`src/design/mwfd_pkg.sv`:
```
// ----------------------------------------------------------------------------
// mwfd_pkg
// Shared types and constants for the median window fire detector.
// ----------------------------------------------------------------------------
package mwfd_pkg;

  localparam int unsigned CFG_IDX_W  = 2;
  localparam int unsigned CFG_DATA_W = 16;

  localparam logic [CFG_IDX_W-1:0] CFG_HIGH_THR     = 2'd0;
  localparam logic [CFG_IDX_W-1:0] CFG_RISE_THR     = 2'd1;
  localparam logic [CFG_IDX_W-1:0] CFG_COUNT_NEEDED = 2'd2;

  localparam logic [15:0] HIGH_THR_RST     = 16'd58;
  localparam logic [14:0] RISE_THR_RST     = 15'd8;
  localparam logic [4:0]  COUNT_NEEDED_RST = 5'd27;

  localparam logic [1:0] KIND_NONE  = 2'd0;
  localparam logic [1:0] KIND_FIXED = 2'd1;
  localparam logic [1:0] KIND_RISE  = 2'd2;

  typedef struct packed {
    logic signed [15:0] high_thr;
    logic [14:0]        rise_thr;
    logic [4:0]         count_needed;
  } cfg_t;

  typedef enum logic [4:0] {
    ST_IDLE   = 5'b00001,
    ST_SCAN   = 5'b00010,
    ST_EVAL   = 5'b00100,
    ST_MEDIAN = 5'b01000,
    ST_STORE  = 5'b10000
  } state_e;

endpackage

```
`src/design/median_window_fire_detector.sv`:
```
// ----------------------------------------------------------------------------
// median_window_fire_detector
// Median-filtered fixed-temperature and rate-of-rise heat detector.
// ----------------------------------------------------------------------------
// Flow: each word runs a scan of the smoothed RAM once the window is full, an
//   alarm check, a median rank once the raw window is full, and a store.
// Throughput: one word at a time, limited by the serial scan through the single
//   read port of the smoothed RAM and the one-entry-per-cycle median rank.
// Reset: control, fill counts and alarm clear; thresholds load 58, 8 and 27.
//   Ring contents are not cleared; fill counts keep them from being read.
module median_window_fire_detector #(
  parameter int unsigned SAMPLE_BITS  = 16,
  parameter int unsigned RAW_DEPTH    = 5,
  parameter int unsigned SMOOTH_DEPTH = 30
) (
  input  logic                                  clk_i,
  input  logic                                  rst_ni,
  // temp_sample
  input  logic                                  s_axis_tvalid,
  output logic                                  s_axis_tready,
  input  logic [((SAMPLE_BITS+7)/8)*8-1:0]      s_axis_tdata,
  // alarm_latched, alarm_kind, smoothed_temp, window_full
  output logic                                  m_axis_tvalid,
  input  logic                                  m_axis_tready,
  output logic [((SAMPLE_BITS+4+7)/8)*8-1:0]    m_axis_tdata,
  input  logic                                  cfg_we_i,
  input  logic [mwfd_pkg::CFG_IDX_W-1:0]        cfg_index_i,
  input  logic [mwfd_pkg::CFG_DATA_W-1:0]       cfg_wdata_i
);

  localparam int unsigned OUT_W = ((SAMPLE_BITS + 4 + 7) / 8) * 8;

  mwfd_pkg::cfg_t         cfg_q;
  logic                   q_valid, q_pop;
  logic [SAMPLE_BITS-1:0] q_sample;
  logic                   out_active, out_full;
  logic [1:0]             out_kind;
  logic [SAMPLE_BITS-1:0] out_temp;

  always_ff @(posedge clk_i or negedge rst_ni) begin
    if (!rst_ni) begin
      cfg_q.high_thr     <= mwfd_pkg::HIGH_THR_RST;
      cfg_q.rise_thr     <= mwfd_pkg::RISE_THR_RST;
      cfg_q.count_needed <= mwfd_pkg::COUNT_NEEDED_RST;
    end else if (cfg_we_i) begin
      case (cfg_index_i)
        mwfd_pkg::CFG_HIGH_THR:     cfg_q.high_thr     <= cfg_wdata_i;
        mwfd_pkg::CFG_RISE_THR:     cfg_q.rise_thr     <= cfg_wdata_i[14:0];
        mwfd_pkg::CFG_COUNT_NEEDED: cfg_q.count_needed <= cfg_wdata_i[4:0];
        default: ;
      endcase
    end
  end

  mwfd_front #(
    .SAMPLE_BITS (SAMPLE_BITS)
  ) u_front (
    .clk_i       (clk_i),
    .rst_ni      (rst_ni),
    .in_valid_i  (s_axis_tvalid),
    .in_ready_o  (s_axis_tready),
    .in_sample_i (s_axis_tdata[SAMPLE_BITS-1:0]),
    .q_valid_o   (q_valid),
    .q_sample_o  (q_sample),
    .q_pop_i     (q_pop)
  );

  mwfd_back #(
    .SAMPLE_BITS  (SAMPLE_BITS),
    .RAW_DEPTH    (RAW_DEPTH),
    .SMOOTH_DEPTH (SMOOTH_DEPTH)
  ) u_back (
    .clk_i        (clk_i),
    .rst_ni       (rst_ni),
    .cfg_i        (cfg_q),
    .q_valid_i    (q_valid),
    .q_sample_i   (q_sample),
    .q_pop_o      (q_pop),
    .out_valid_o  (m_axis_tvalid),
    .out_ready_i  (m_axis_tready),
    .out_active_o (out_active),
    .out_kind_o   (out_kind),
    .out_temp_o   (out_temp),
    .out_full_o   (out_full)
  );

  assign m_axis_tdata = OUT_W'({out_full, out_temp, out_kind, out_active});

  a_kind_legal: assert property (@(posedge clk_i) disable iff (!rst_ni)
    m_axis_tvalid |-> ((out_kind == mwfd_pkg::KIND_NONE) ||
                       (out_kind == mwfd_pkg::KIND_FIXED) ||
                       (out_kind == mwfd_pkg::KIND_RISE)))
    else $error("alarm kind out of range");

  a_latch_kind: assert property (@(posedge clk_i) disable iff (!rst_ni)
    m_axis_tvalid |-> (out_active == (out_kind != mwfd_pkg::KIND_NONE)))
    else $error("alarm latch and kind disagree");

  a_pop_needs_word: assert property (@(posedge clk_i) disable iff (!rst_ni)
    q_pop |-> q_valid)
    else $error("queue popped while empty");

endmodule

```
`src/design/mwfd_ram.sv`:
```
// ----------------------------------------------------------------------------
// mwfd_ram
// Generic single-write, single-read RAM with registered read data.
// ----------------------------------------------------------------------------
module mwfd_ram #(
  parameter int unsigned WIDTH = 16,
  parameter int unsigned DEPTH = 30
) (
  input  logic                     clk_i,
  input  logic                     we_i,
  input  logic [$clog2(DEPTH)-1:0] waddr_i,
  input  logic [WIDTH-1:0]         wdata_i,
  input  logic                     re_i,
  input  logic [$clog2(DEPTH)-1:0] raddr_i,
  output logic [WIDTH-1:0]         rdata_o
);

  logic [WIDTH-1:0] mem_q [DEPTH];
  logic [WIDTH-1:0] rdata_q;

  always_ff @(posedge clk_i) begin
    if (we_i) begin
      mem_q[waddr_i] <= wdata_i;
    end
    if (re_i) begin
      rdata_q <= mem_q[raddr_i];
    end
  end

  assign rdata_o = rdata_q;

endmodule

```
`src/design/mwfd_front.sv`:
```
// ----------------------------------------------------------------------------
// mwfd_front
// Input side: accepts sample words and holds them in a two-entry queue.
// ----------------------------------------------------------------------------
module mwfd_front #(
  parameter int unsigned SAMPLE_BITS = 16
) (
  input  logic                   clk_i,
  input  logic                   rst_ni,
  input  logic                   in_valid_i,
  output logic                   in_ready_o,
  input  logic [SAMPLE_BITS-1:0] in_sample_i,
  output logic                   q_valid_o,
  output logic [SAMPLE_BITS-1:0] q_sample_o,
  input  logic                   q_pop_i
);

  logic [SAMPLE_BITS-1:0] buf_q [2];
  logic                   wr_ptr_q, wr_ptr_d;
  logic                   rd_ptr_q, rd_ptr_d;
  logic [1:0]             count_q, count_d;
  logic                   push, pop;

  assign in_ready_o = (count_q != 2'd2);
  assign q_valid_o  = (count_q != 2'd0);
  assign q_sample_o = buf_q[rd_ptr_q];
  assign push       = in_valid_i && in_ready_o;
  assign pop        = q_pop_i && q_valid_o;

  always_comb begin
    wr_ptr_d = push ? ~wr_ptr_q : wr_ptr_q;
    rd_ptr_d = pop ? ~rd_ptr_q : rd_ptr_q;
    count_d  = count_q;
    if (push && !pop) begin
      count_d = count_q + 2'd1;
    end else if (pop && !push) begin
      count_d = count_q - 2'd1;
    end
  end

  always_ff @(posedge clk_i or negedge rst_ni) begin
    if (!rst_ni) begin
      wr_ptr_q <= 1'b0;
      rd_ptr_q <= 1'b0;
      count_q  <= 2'd0;
    end else begin
      wr_ptr_q <= wr_ptr_d;
      rd_ptr_q <= rd_ptr_d;
      count_q  <= count_d;
    end
  end

  always_ff @(posedge clk_i) begin
    if (push) begin
      buf_q[wr_ptr_q] <= in_sample_i;
    end
  end

endmodule

```
`src/design/mwfd_back.sv`:
```
// ----------------------------------------------------------------------------
// mwfd_back
// Processing side: window scan, alarm evaluation, serial median and update.
// ----------------------------------------------------------------------------
module mwfd_back #(
  parameter int unsigned SAMPLE_BITS  = 16,
  parameter int unsigned RAW_DEPTH    = 5,
  parameter int unsigned SMOOTH_DEPTH = 30
) (
  input  logic                   clk_i,
  input  logic                   rst_ni,
  input  mwfd_pkg::cfg_t         cfg_i,
  input  logic                   q_valid_i,
  input  logic [SAMPLE_BITS-1:0] q_sample_i,
  output logic                   q_pop_o,
  output logic                   out_valid_o,
  input  logic                   out_ready_i,
  output logic                   out_active_o,
  output logic [1:0]             out_kind_o,
  output logic [SAMPLE_BITS-1:0] out_temp_o,
  output logic                   out_full_o
);

  localparam int unsigned SA_W  = $clog2(SMOOTH_DEPTH);
  localparam int unsigned SF_W  = $clog2(SMOOTH_DEPTH + 1);
  localparam int unsigned RCW   = $clog2(RAW_DEPTH + 1);
  localparam int unsigned WIDE  = (SAMPLE_BITS > 16) ? SAMPLE_BITS : 16;
  localparam int unsigned CMP_W = (SF_W > 5) ? SF_W : 5;
  localparam logic [RCW-1:0]  MED_POS  = RCW'(RAW_DEPTH / 2);
  localparam logic [RCW-1:0]  RAW_LAST = RCW'(RAW_DEPTH - 1);
  localparam logic [RCW-1:0]  RAW_CAP  = RCW'(RAW_DEPTH);
  localparam logic [SF_W-1:0] SM_CAP   = SF_W'(SMOOTH_DEPTH);
  localparam logic [SF_W-1:0] SM_LAST  = SF_W'(SMOOTH_DEPTH - 1);
  localparam logic [SA_W-1:0] PTR_LAST = SA_W'(SMOOTH_DEPTH - 1);

  mwfd_pkg::state_e state_q, state_d;

  logic signed [SAMPLE_BITS-1:0] sample_q, sample_d;
  logic signed [SAMPLE_BITS-1:0] raw_q [RAW_DEPTH];
  logic signed [SAMPLE_BITS-1:0] raw_d [RAW_DEPTH];
  logic [RCW-1:0]                raw_fill_q, raw_fill_d;
  logic [SA_W-1:0]               wr_ptr_q, wr_ptr_d;
  logic [SF_W-1:0]               sm_fill_q, sm_fill_d;
  logic [SA_W-1:0]               rd_ptr_q, rd_ptr_d;
  logic [SF_W-1:0]               iss_cnt_q, iss_cnt_d;
  logic [SF_W-1:0]               proc_cnt_q, proc_cnt_d;
  logic                          dv_q, dv_d;
  logic [SF_W-1:0]               hit_cnt_q, hit_cnt_d;
  logic signed [SAMPLE_BITS-1:0] oldest_q, oldest_d;
  logic signed [SAMPLE_BITS-1:0] last_med_q, last_med_d;
  logic signed [SAMPLE_BITS-1:0] median_q, median_d;
  logic [RCW-1:0]                med_cnt_q, med_cnt_d;
  logic                          latch_q, latch_d;
  logic [1:0]                    cause_q, cause_d;
  logic                          out_valid_q, out_valid_d;
  logic                          out_act_q, out_act_d;
  logic [1:0]                    out_kind_q, out_kind_d;
  logic [SAMPLE_BITS-1:0]        out_temp_q, out_temp_d;
  logic                          out_full_q, out_full_d;

  logic                          ram_we, ram_re;
  logic [SAMPLE_BITS-1:0]        ram_rdata;
  logic signed [SAMPLE_BITS-1:0] rd_entry;
  logic signed [WIDE-1:0]        entry_ext, thr_ext;
  logic signed [WIDE:0]          rise_diff, rise_ext;
  logic                          fixed_hit, rise_hit;
  logic [RCW-1:0]                n_less, n_eq;
  logic                          raw_full, sm_full, out_free;

  mwfd_ram #(
    .WIDTH (SAMPLE_BITS),
    .DEPTH (SMOOTH_DEPTH)
  ) u_smooth_ram (
    .clk_i   (clk_i),
    .we_i    (ram_we),
    .waddr_i (wr_ptr_q),
    .wdata_i (median_q),
    .re_i    (ram_re),
    .raddr_i (rd_ptr_q),
    .rdata_o (ram_rdata)
  );

  assign raw_full  = (raw_fill_q == RAW_CAP);
  assign sm_full   = (sm_fill_q == SM_CAP);
  assign out_free  = !out_valid_q || out_ready_i;
  assign rd_entry  = $signed(ram_rdata);
  assign entry_ext = WIDE'(rd_entry);
  assign thr_ext   = WIDE'(cfg_i.high_thr);
  assign rise_diff = (WIDE + 1)'(last_med_q) - (WIDE + 1)'(oldest_q);
  assign rise_ext  = $signed((WIDE + 1)'(cfg_i.rise_thr));
  assign fixed_hit = CMP_W'(hit_cnt_q) >= CMP_W'(cfg_i.count_needed);
  assign rise_hit  = rise_diff >= rise_ext;

  assign q_pop_o = (state_q == mwfd_pkg::ST_IDLE) && q_valid_i;
  assign ram_re  = (state_q == mwfd_pkg::ST_SCAN) && (iss_cnt_q != SM_CAP);
  assign ram_we  = (state_q == mwfd_pkg::ST_STORE) && out_free && raw_full;

  // rank of raw_q[0] within the raw window
  always_comb begin
    n_less = '0;
    n_eq   = '0;
    for (int j = 0; j < RAW_DEPTH; j++) begin
      n_less = n_less + RCW'(raw_q[j] < raw_q[0]);
      n_eq   = n_eq + RCW'(raw_q[j] == raw_q[0]);
    end
  end

  always_comb begin
    state_d     = state_q;
    sample_d    = sample_q;
    raw_d       = raw_q;
    raw_fill_d  = raw_fill_q;
    wr_ptr_d    = wr_ptr_q;
    sm_fill_d   = sm_fill_q;
    rd_ptr_d    = rd_ptr_q;
    iss_cnt_d   = iss_cnt_q;
    proc_cnt_d  = proc_cnt_q;
    dv_d        = 1'b0;
    hit_cnt_d   = hit_cnt_q;
    oldest_d    = oldest_q;
    last_med_d  = last_med_q;
    median_d    = median_q;
    med_cnt_d   = med_cnt_q;
    latch_d     = latch_q;
    cause_d     = cause_q;
    out_valid_d = out_valid_q && !out_ready_i;
    out_act_d   = out_act_q;
    out_kind_d  = out_kind_q;
    out_temp_d  = out_temp_q;
    out_full_d  = out_full_q;

    case (state_q)
      mwfd_pkg::ST_IDLE: begin
        if (q_valid_i) begin
          sample_d   = $signed(q_sample_i);
          rd_ptr_d   = wr_ptr_q;
          iss_cnt_d  = '0;
          proc_cnt_d = '0;
          hit_cnt_d  = '0;
          med_cnt_d  = '0;
          if (sm_full) begin
            state_d = mwfd_pkg::ST_SCAN;
          end else if (raw_full) begin
            state_d = mwfd_pkg::ST_MEDIAN;
          end else begin
            state_d = mwfd_pkg::ST_STORE;
          end
        end
      end
      mwfd_pkg::ST_SCAN: begin
        // reads issued oldest first; data returns in the next cycle
        if (ram_re) begin
          rd_ptr_d  = (rd_ptr_q == PTR_LAST) ? '0 : rd_ptr_q + SA_W'(1);
          iss_cnt_d = iss_cnt_q + SF_W'(1);
          dv_d      = 1'b1;
        end
        if (dv_q) begin
          if (proc_cnt_q == '0) begin
            oldest_d = rd_entry;
          end
          if (entry_ext >= thr_ext) begin
            hit_cnt_d = hit_cnt_q + SF_W'(1);
          end
          proc_cnt_d = proc_cnt_q + SF_W'(1);
          if (proc_cnt_q == SM_LAST) begin
            state_d = mwfd_pkg::ST_EVAL;
          end
        end
      end
      mwfd_pkg::ST_EVAL: begin
        if (fixed_hit) begin
          latch_d = 1'b1;
          cause_d = mwfd_pkg::KIND_FIXED;
        end
        if (rise_hit) begin
          latch_d = 1'b1;
          cause_d = mwfd_pkg::KIND_RISE;
        end
        state_d = raw_full ? mwfd_pkg::ST_MEDIAN : mwfd_pkg::ST_STORE;
      end
      mwfd_pkg::ST_MEDIAN: begin
        // rotate the window, testing the head entry for the median rank
        if ((n_less <= MED_POS) && (MED_POS < n_less + n_eq)) begin
          median_d = raw_q[0];
        end
        for (int i = 0; i < RAW_DEPTH; i++) begin
          raw_d[i] = raw_q[(i + 1) % RAW_DEPTH];
        end
        med_cnt_d = med_cnt_q + RCW'(1);
        if (med_cnt_q == RAW_LAST) begin
          state_d = mwfd_pkg::ST_STORE;
        end
      end
      mwfd_pkg::ST_STORE: begin
        if (out_free) begin
          if (raw_full) begin
            last_med_d = median_q;
            wr_ptr_d   = (wr_ptr_q == PTR_LAST) ? '0 : wr_ptr_q + SA_W'(1);
            if (!sm_full) begin
              sm_fill_d = sm_fill_q + SF_W'(1);
            end
          end
          raw_d[0] = sample_q;
          for (int i = 1; i < RAW_DEPTH; i++) begin
            raw_d[i] = raw_q[i - 1];
          end
          if (!raw_full) begin
            raw_fill_d = raw_fill_q + RCW'(1);
          end
          out_valid_d = 1'b1;
          out_act_d   = latch_q;
          out_kind_d  = cause_q;
          out_temp_d  = last_med_d;
          out_full_d  = (sm_fill_d == SM_CAP);
          state_d     = mwfd_pkg::ST_IDLE;
        end
      end
      default: begin
        state_d = mwfd_pkg::ST_IDLE;
      end
    endcase
  end

  always_ff @(posedge clk_i or negedge rst_ni) begin
    if (!rst_ni) begin
      state_q     <= mwfd_pkg::ST_IDLE;
      raw_fill_q  <= '0;
      wr_ptr_q    <= '0;
      sm_fill_q   <= '0;
      rd_ptr_q    <= '0;
      iss_cnt_q   <= '0;
      proc_cnt_q  <= '0;
      dv_q        <= 1'b0;
      hit_cnt_q   <= '0;
      last_med_q  <= '0;
      med_cnt_q   <= '0;
      latch_q     <= 1'b0;
      cause_q     <= mwfd_pkg::KIND_NONE;
      out_valid_q <= 1'b0;
    end else begin
      state_q     <= state_d;
      raw_fill_q  <= raw_fill_d;
      wr_ptr_q    <= wr_ptr_d;
      sm_fill_q   <= sm_fill_d;
      rd_ptr_q    <= rd_ptr_d;
      iss_cnt_q   <= iss_cnt_d;
      proc_cnt_q  <= proc_cnt_d;
      dv_q        <= dv_d;
      hit_cnt_q   <= hit_cnt_d;
      last_med_q  <= last_med_d;
      med_cnt_q   <= med_cnt_d;
      latch_q     <= latch_d;
      cause_q     <= cause_d;
      out_valid_q <= out_valid_d;
    end
  end

  always_ff @(posedge clk_i) begin
    sample_q   <= sample_d;
    raw_q      <= raw_d;
    oldest_q   <= oldest_d;
    median_q   <= median_d;
    out_act_q  <= out_act_d;
    out_kind_q <= out_kind_d;
    out_temp_q <= out_temp_d;
    out_full_q <= out_full_d;
  end

  assign out_valid_o  = out_valid_q;
  assign out_active_o = out_act_q;
  assign out_kind_o   = out_kind_q;
  assign out_temp_o   = out_temp_q;
  assign out_full_o   = out_full_q;

endmodule

```
`config.mk`:
```
export PLATFORM = sky130hd
export DESIGN_NAME = median_window_fire_detector
export DESIGN_NICKNAME = d
export VERILOG_FILES = /design/src/design/mwfd_pkg.sv /design/src/design/median_window_fire_detector.sv /design/src/design/mwfd_ram.sv /design/src/design/mwfd_front.sv /design/src/design/mwfd_back.sv
export SDC_FILE = /design/constraint.sdc
export NUM_CORES = 1
export LEC_CHECK = 0
export BUFFER_PORTS_ARGS = -buffer_cell sky130_fd_sc_hd__buf_2
export CAP_MARGIN = 20
export CORE_MARGIN = 8
export CORE_UTILIZATION = 36
export CTS_BUF_LIST = sky130_fd_sc_hd__clkbuf_4
export CTS_CLUSTER_SIZE = 8
export DETAILED_ROUTE_END_ITERATION = 8
export PLACE_DENSITY = 0.52
export RECOVER_POWER = 100
export SLEW_MARGIN = 15
export SYNTH_ARGS = -nofsm -noshare
export SYNTH_HDL_FRONTEND = slang
export SYNTH_SLANG_ARGS = --single-unit
```
`constraint.sdc`:
```
create_clock -name clk_i -period 5.75 [get_ports clk_i]
set_clock_uncertainty 0.2 [all_clocks]
set_input_delay 1.4375 -clock clk_i [delete_from_list [all_inputs] [get_ports clk_i]]
set_output_delay 1.4375 -clock clk_i [all_outputs]
set_load 0.02 [all_outputs]
```
---- Word level (Yosys, flattened, before mapping) ----
Memory sizes are Yosys's and may differ from the RTL's. A register that Yosys moved wholly into a read port is not among the register bits.
Cells that the tools add are included.
word-level totals
  memory bits (read-only) ................. 0
  output and inout port bits .............. 26
  latch bits .............................. 0
  memories ................................ 2
  flip-flop bits (word level) ............. 234
  word-level logic and storage cells ...... 176
  RAM bits ................................ 512
operators by class
  divide/modulo/power cells ............... 0
  reductions and logical operators ........ 39
  multiplexer cells ....................... 44
  bitwise gates (word level) .............. 3
  add/subtract/negate cells ............... 20
  shift operators ......................... 0
  $mul .................................... 0
  eq/ne operators ......................... 27
  order comparisons ....................... 10
memories
  name                       depth  bits a word  rd ports  clocked after Yosys merged registers in  wr ports  RTL line          source
  u_back.u_smooth_ram.mem_q  30     16           1         1                                        1         mwfd_ram.sv:18    logic [WIDTH-1:0] mem_q [DEPTH];
  u_front.buf_q              2      16           1         1                                        1         mwfd_front.sv:18  logic [SAMPLE_BITS-1:0] buf_q [2];
operators by type and width
  operator               count
  $pmux W80 S2           1
  $mux W5                20
  $lt A16 B16 Y1         5
  $mux W80               1
  $eq A16 B16 Y1         4
  $pmux W5 S2            4
  $add A5 B1 Y5 const B  6
  $eq A5 B5 Y1 const B   6
  $pmux W5 S5            1
  $add A3 B1 Y3          6
  $reduce_and A2 Y1      9
  $ge A17 B16 Y1         1
  $sub A16 B16 Y17       1
  $ge A16 B16 Y1         1
  $mux W16               1
  $reduce_and A3 Y1      5
  $reduce_bool A2 Y1     6
  $logic_and A1 B1 Y1    10
  $mux W1                10
  $ne A2 B1 Y1 const B   5
  $mux W2                4
  $add A3 B1 Y3 const B  2
  $eq A3 B3 Y1 const B   2
  $ne A2 B2 Y1 const B   3
  other kinds (24)       29

---- Logic depth before layout (Yosys ltp) ----
  word-level depth ........................ 9
  gate-level depth with buffers ........... 17
  mapped depth without buffers ............ 17

---- By module ----
Synthesis repeated with hierarchy kept, for this count alone.
unflattened totals
  cell total of the unflattened synthesis .. 2,162
  area, all modules ....................... 34,057.7 um^2
by module, submodules not included
  module                       area an instance (um^2)  cells each  sequential area each (um^2)  times used
  mwfd_ram                     19,293.5                 941         14,894.3                     1
  mwfd_back                    11,932.7                 1,069       5,997.0                      1
  median_window_fire_detector  1,428.9                  84          912.1                        1
  mwfd_front                   1,402.6                  68          1,061.0                      1

---- Worst setup path before layout ----
Ideal clock, no wire load.
  path type ............................... register -> register
  from .................................... reg u_back.raw_q[79] (netlist name)
  to ...................................... reg u_back.median_q[0] (enable)
  data required time ...................... 5.141 ns
  setup slack ............................. 0.304 ns
  arrival ................................. 4.837 ns
  stages on the path, launching flop included .. 15
  period minus slack after synthesis ...... 5.446 ns
  buffers on the path ..................... 0
  library setup time ...................... 0.409 ns
  cell sequence ........................... edfxtp_1 > inv_1 > ha_1 > or4b_2 > a221oi_1 > o21ai_0 > o21ai_0 > fa_1 > ha_1 > fa_1 > inv_1 > fa_1 > o22ai_1 > a21oi_1 > nor3_1
on the way
  longest elaborated chain between the ends .. 9
ends and longest elaborated chain
  what                                                     RTL line                            source
  from (decl)                                              mwfd_back.sv:39                     logic signed [SAMPLE_BITS-1:0] raw_q [RAW_DEPTH];
  from (signal assigned)                                   mwfd_back.sv:260                    raw_q <= raw_d;
  $lt A16 B16 Y1 / $eq A16 B16 Y1 (equally long branches)  mwfd_back.sv:103, mwfd_back.sv:104
  $add A1 B1 Y2 (on tied branches)                         mwfd_back.sv:103, mwfd_back.sv:104
  $add A3 B1 Y3 (on tied branches) (3 in series)           mwfd_back.sv:103, mwfd_back.sv:104
  $add A3 B3 Y3                                            mwfd_back.sv:183                    if ((n_less <= MED_POS) && (MED_POS < n_less + n_eq)) begin
  $lt A2 B3 Y1                                             mwfd_back.sv:183
  $logic_and A1 B1 Y1 (*)                                  mwfd_back.sv:183
  $reduce_and A2 Y1 (no source line) (*)                   --
  to (signal assigned)                                     mwfd_back.sv:262                    median_q <= median_d;
  to (decl)                                                mwfd_back.sv:51                     logic signed [SAMPLE_BITS-1:0] median_q, median_d;
Mark *: on every way between the ends. The rest lies on a longest branch, timed or not.
A chain may end at the register's enable or synchronous reset.

---- Final worst setup path ----
  from .................................... reg u_back.raw_q[79] (netlist name)
  to ...................................... reg u_back.median_q[11] (enable)
Same word-level chain as after synthesis.

==> parameters.txt <==
Parameter                              Value

Status
  Outcome    finished with violations
  Violated checks    capacitance limit, slew limit

CTS
  Maximum root-to-sink buffer count    3
  Number of resized instances in the post-cts repair step    0
  Count of H-tree levels built during CTS    4
  Clock sink count    778
  Clk slew on worst S/H paths    0.07 ns
  TritonCTS clock tree    yes
  Setup fix buffers added after clock tree synthesis    0
  Root buf cell    sky130_fd_sc_hd__clkbuf_4
  TritonCTS Buffers    202
  Number of hold buffers added after CTS    0
  Worst-Skew Late Latency    1.02 ns

Routing
  Detailed Route Iter0 Violations    1,358
  Top metal layer carrying routed signals    met4
  Met1 wire length    35.87 mm
  Via Count    18,470
  Post-detailed-route via-to-cell ratio    5.035
  Final routed DRC violation total    0
  Count of TritonRoute iterations in the first routing pass    5
  Met2 wire len    38.69 mm
  Post-DR wirelength/cell    21.80 um
  Post-route ant nets    0
  Met3 layer wire length in the routed design    3.860 mm
  Sum of routed wire length over all layers    79.99 mm

Pwr
  Static leakage    13.54 nW
  Maximum vdd drop    164.8 uV
  Part of the total power dissipated in combinational logic    22.5%
  Fraction of power consumed by sequential logic    46.4%
  Part of the power in the clock network    31.1%
  Post-layout power    0.01541 W
  Power Dens Cells    405.6 nW/um2
  Switching share of power    29.75%
  Total net switching power    0.004585 W
  Internal Power    0.01082 W

Timing
  Shortest period the worst path allows    5.112 ns
  Worst Max-Slew Pin Slew    2.684 ns
  Number of setup violations in the final report    0
  Rel. slew slack    -78.96%
  Period utilization    88.90%
  Total count of hold-check failures in the final report    0
  RSZ-0062 raised after global routing    false
  Highest achievable clock rate    195.6 MHz
  Max Slew Vio Count    558
  TNS Setup    0 ns

Worst setup path
  Worst setup path category    reg -> reg
  Chain of cells forming the critical path    inv_1 -> ha_1 -> or4b_2 -> a221oi_1 -> o21ai_0 -> o21ai_0 -> fa_1 -> ha_1 -> fa_1 -> inv_1 -> fa_1 -> o22ai_1 -> a21oi_1 -> nor3_1 -> buf_4
  Capturing point of the worst reg2reg path    u_back.median_q[11]
  Category of the worst setup path capture point    register
  Signal arrival time at the worst endpoint    5.56 ns
  Delay contributed by the slowest stage of the critical path    0.62 ns
  Largest delay share family, worst path    adder cells
  Critical-path maximum fanout    9
  Depth of the most critical reg-to-reg path    15
  Buffering stage count on the worst path with inverters included    3
  Kind of start point of the critical path    register
  Register-to-register setup slack    0.64 ns
  Crit path top cell by count    sky130_fd_sc_hd__fa_1
  Worst R2R Start    u_back.raw_q[79]
  Worst-path cell with the longest stage delay    sky130_fd_sc_hd__or4b_2
  Required time of the critical path    6.20 ns
  First element of the critical path    u_back.raw_q[79]

Hold path
  Hold EP    u_back.median_q[7]
  Startpoint of the lowest-slack hold path    u_back.raw_q[71]
  Hold WC Path Type    reg -> reg
  Hold Crit Depth    0

Die
  Placement row count    112
  Die Y    321.4 um
  Area inside the core boundary    92,910 um2
  Total I/O pin count    65
  Die Span X    321.4 um
  Total Die Area    103,300 um2
  Starting density of the core    36.14%

Synthesis
  Part of the Yosys area used for sequential elements    68.09%
  Async set-reset flop share out of synthesis    13.11%
  Combined area of all synthesized cells    33,580 um2
  Most used flip-flop cell after synthesis    sky130_fd_sc_hd__edfxtp_1
  Synthesized instance count    2,009
  Synthesized area per cell    16.71 um2
  Cell variety after synth    66
  Synthesis-stage register bit count    778
  Yosys warning count    0
  Post-synth EDFFs    676

Layout
  Fillcell total    8,559
  Utilization of the core after routing    40.89%
  Non-Filler Cell Area, Final    37,990 um2
  Area growth from synthesis to layout    13.13%
  Fraction of final layout cells sized beyond drive strength 1    26.79%
  Post-layout net count    2,448

Global route
  Overflow left after global routing    0
  Wire length of the first global-routing pass    119.4 mm
  Initial antenna violation count    3
  Largest net degree at the start of global routing    100
  Tot GR Track Use    15.37%
  Vias in the first global route    19,330

Placed design
  Half-perimeter wire length after detailed placement    48.49 mm
  IO Port Bufs    60
  GPL Wtd Cong    0.8349
  Placement Cell Area    35,620 um2

Run
  Max Cap Viol    18
power groups by stage:
| stage | registers [W] | logic, W | clock network [W] |
|---|---|---|---|
| floorplan | 0.00702 | 0.00266 | 0 |
| global placement | 0.00727 | 0.00346 | 0 |
| detailed placement | 0.00728 | 0.00354 | 0 |
| CTS | 0.00717 | 0.00356 | 0.00497 |
| global route | 0.00721 | 0.00384 | 0.00526 |
| finish | 0.00715 | 0.00347 | 0.00479 |
sequential cells by signal, summed over array words and instances, names as in the netlist, 5 cells and up:
register and cells:
cfg_q 36, u_back.hit_cnt_q 5, u_back.iss_cnt_q 5, u_back.last_med_q 16, u_back.median_q 16, u_back.oldest_q 16, u_back.out_temp_o 16, u_back.proc_cnt_q 5
u_back.raw_q 80, u_back.rd_ptr_q 5, u_back.sample_q 16, u_back.sm_fill_q 5, u_back.state_q 5, u_back.u_smooth_ram.mem_q 480, u_back.u_smooth_ram.rdata_o 16, u_back.wr_ptr_q 5
u_front.buf_q 32
cell usage in the layout (no fill, tap or decap), types with 5 or more instances in the layout:
master / Yosys / routed
sky130_fd_sc_hd__o21ai_0: 79 / 84
sky130_fd_sc_hd__nor2b_1: 9 / 9
sky130_fd_sc_hd__dfstp_2: 10 / 9
sky130_fd_sc_hd__inv_1: 95 / 96
sky130_fd_sc_hd__a21oi_1: 51 / 52
sky130_fd_sc_hd__o211ai_1: 7 / 7
sky130_fd_sc_hd__nand4_1: 26 / 26
sky130_fd_sc_hd__buf_2: 9 / 32
sky130_fd_sc_hd__mux2_2: 119 / 112
sky130_fd_sc_hd__dfrtp_1: 92 / 89
sky130_fd_sc_hd__a21o_1: 24 / 24
sky130_fd_sc_hd__edfxtp_1: 676 / 676
sky130_fd_sc_hd__clkinv_1: 0 / 21
sky130_fd_sc_hd__xnor2_1: 15 / 15
sky130_fd_sc_hd__ha_1: 138 / 138
sky130_fd_sc_hd__nor4_1: 8 / 7
sky130_fd_sc_hd__and3_1: 6 / 6
sky130_fd_sc_hd__a211oi_1: 10 / 10
sky130_fd_sc_hd__nor2_1: 72 / 73
sky130_fd_sc_hd__clkinv_2: 0 / 5
sky130_fd_sc_hd__clkbuf_4: 0 / 309
sky130_fd_sc_hd__inv_6: 0 / 6
sky130_fd_sc_hd__or3_1: 8 / 8
sky130_fd_sc_hd__clkbuf_1: 55 / 82
sky130_fd_sc_hd__nand3_1: 19 / 19
sky130_fd_sc_hd__xor2_1: 15 / 15
sky130_fd_sc_hd__fa_1: 6 / 6
sky130_fd_sc_hd__nand2_1: 179 / 179
sky130_fd_sc_hd__buf_4: 6 / 7
sky130_fd_sc_hd__mux2_1: 17 / 24
sky130_fd_sc_hd__mux4_2: 143 / 143
sky130_fd_sc_hd__nand3b_1: 9 / 9
sky130_fd_sc_hd__nor3_1: 9 / 10
sky130_fd_sc_hd__o21a_1: 14 / 14
sky130_fd_sc_hd__nand2b_1: 15 / 15
synth_stat cells (15+ instances only):
| cell type | n | area (um2) |
|---|---|---|
| sky130_fd_sc_hd__a21oi_1 | 51 | 255.2 |
| sky130_fd_sc_hd__a21o_1 | 24 | 180.2 |
| sky130_fd_sc_hd__nand3_1 | 19 | 95.09 |
| sky130_fd_sc_hd__ha_1 | 138 | 1727 |
| sky130_fd_sc_hd__inv_1 | 95 | 356.6 |
| sky130_fd_sc_hd__clkbuf_1 | 55 | 206.5 |
| sky130_fd_sc_hd__nand2b_1 | 15 | 93.84 |
| sky130_fd_sc_hd__nor2_1 | 72 | 270.3 |
| sky130_fd_sc_hd__xnor2_1 | 15 | 131.4 |
| sky130_fd_sc_hd__xor2_1 | 15 | 131.4 |
| sky130_fd_sc_hd__nand2_1 | 179 | 671.9 |
| sky130_fd_sc_hd__mux2_1 | 17 | 191.4 |
| sky130_fd_sc_hd__mux2_2 | 119 | 1340 |
| sky130_fd_sc_hd__edfxtp_1 | 676 | 20300 |
| sky130_fd_sc_hd__mux4_2 | 143 | 3221 |
| sky130_fd_sc_hd__nand4_1 | 26 | 162.7 |
| sky130_fd_sc_hd__o21ai_0 | 79 | 395.4 |
| sky130_fd_sc_hd__dfrtp_1 | 92 | 2302 |
worst reg2reg max path, stage by stage (launching register included):
cell                       delay, ns
sky130_fd_sc_hd__edfxtp_1       0.36
sky130_fd_sc_hd__inv_1          0.11
sky130_fd_sc_hd__ha_1           0.37
sky130_fd_sc_hd__or4b_2         0.62
sky130_fd_sc_hd__a221oi_1       0.20
sky130_fd_sc_hd__o21ai_0        0.13
sky130_fd_sc_hd__o21ai_0        0.22
sky130_fd_sc_hd__fa_1           0.46
sky130_fd_sc_hd__ha_1           0.26
sky130_fd_sc_hd__fa_1           0.51
sky130_fd_sc_hd__inv_1          0.06
sky130_fd_sc_hd__fa_1           0.44
sky130_fd_sc_hd__o22ai_1        0.19
sky130_fd_sc_hd__a21oi_1        0.07
sky130_fd_sc_hd__nor3_1         0.28
sky130_fd_sc_hd__buf_4          0.28
through the flow:
stage	hold slack (ns)	worst slack, ns	cells
finish	0.2499	0.6381	3669
global route	0.2622	0.3474	3667
detailed placement	0.2438	0.7565	3307
global placement	0.2475	0.8215	3306
CTS	0.2499	0.6927	3657
floorplan	0.2252	0.3040	2012
cell families after synthesis:
group / after synthesis / synth area share [%]
buffers and inverters: 175 / 2.236
and+or+nand+nor: 380 / 5.254
other: 1 / 0.01117
adders and majority gates: 144 / 5.500
DFF: 778 / 68.09
AOI/OAI and AO/OA: 219 / 3.883
muxes: 282 / 14.24
xor gates and xnor gates: 30 / 0.7825
final cells by class:
class | instances | area [um2] | area share [%]
antenna | 4 | 10.01 | 0.02635
clock buffer | 309 | 2320 | 6.107
clock inverter | 41 | 286.5 | 0.7543
inverter | 96 | 360.3 | 0.9486
multi-input combinational | 1059 | 9970 | 26.25
sequential | 778 | 22870 | 60.21
tap | 1254 | 1569 | 4.130
timing repair buffer | 128 | 600.6 | 1.581
worst max path at each step:
stage	slack (ns)	cells after the start	endpoint
floorplan	0.30	14	u_back.median_q[0]
global placement	0.82	15	u_back.median_q[11]
detailed placement	0.76	15	u_back.median_q[11]
CTS	0.69	15	u_back.median_q[11]
global route	0.35	4	u_back.u_smooth_ram.rdata_o[4]
finish	0.64	15	u_back.median_q[11]
metal layers:
layer	vias to the layer above	GRT usage (%)
met3	127	3.173
li1	8419	-
met5	-	0
met2	457	25.06
met1	9470	20.56
met4	0	4.938
(Power assumes the default switching activity.)
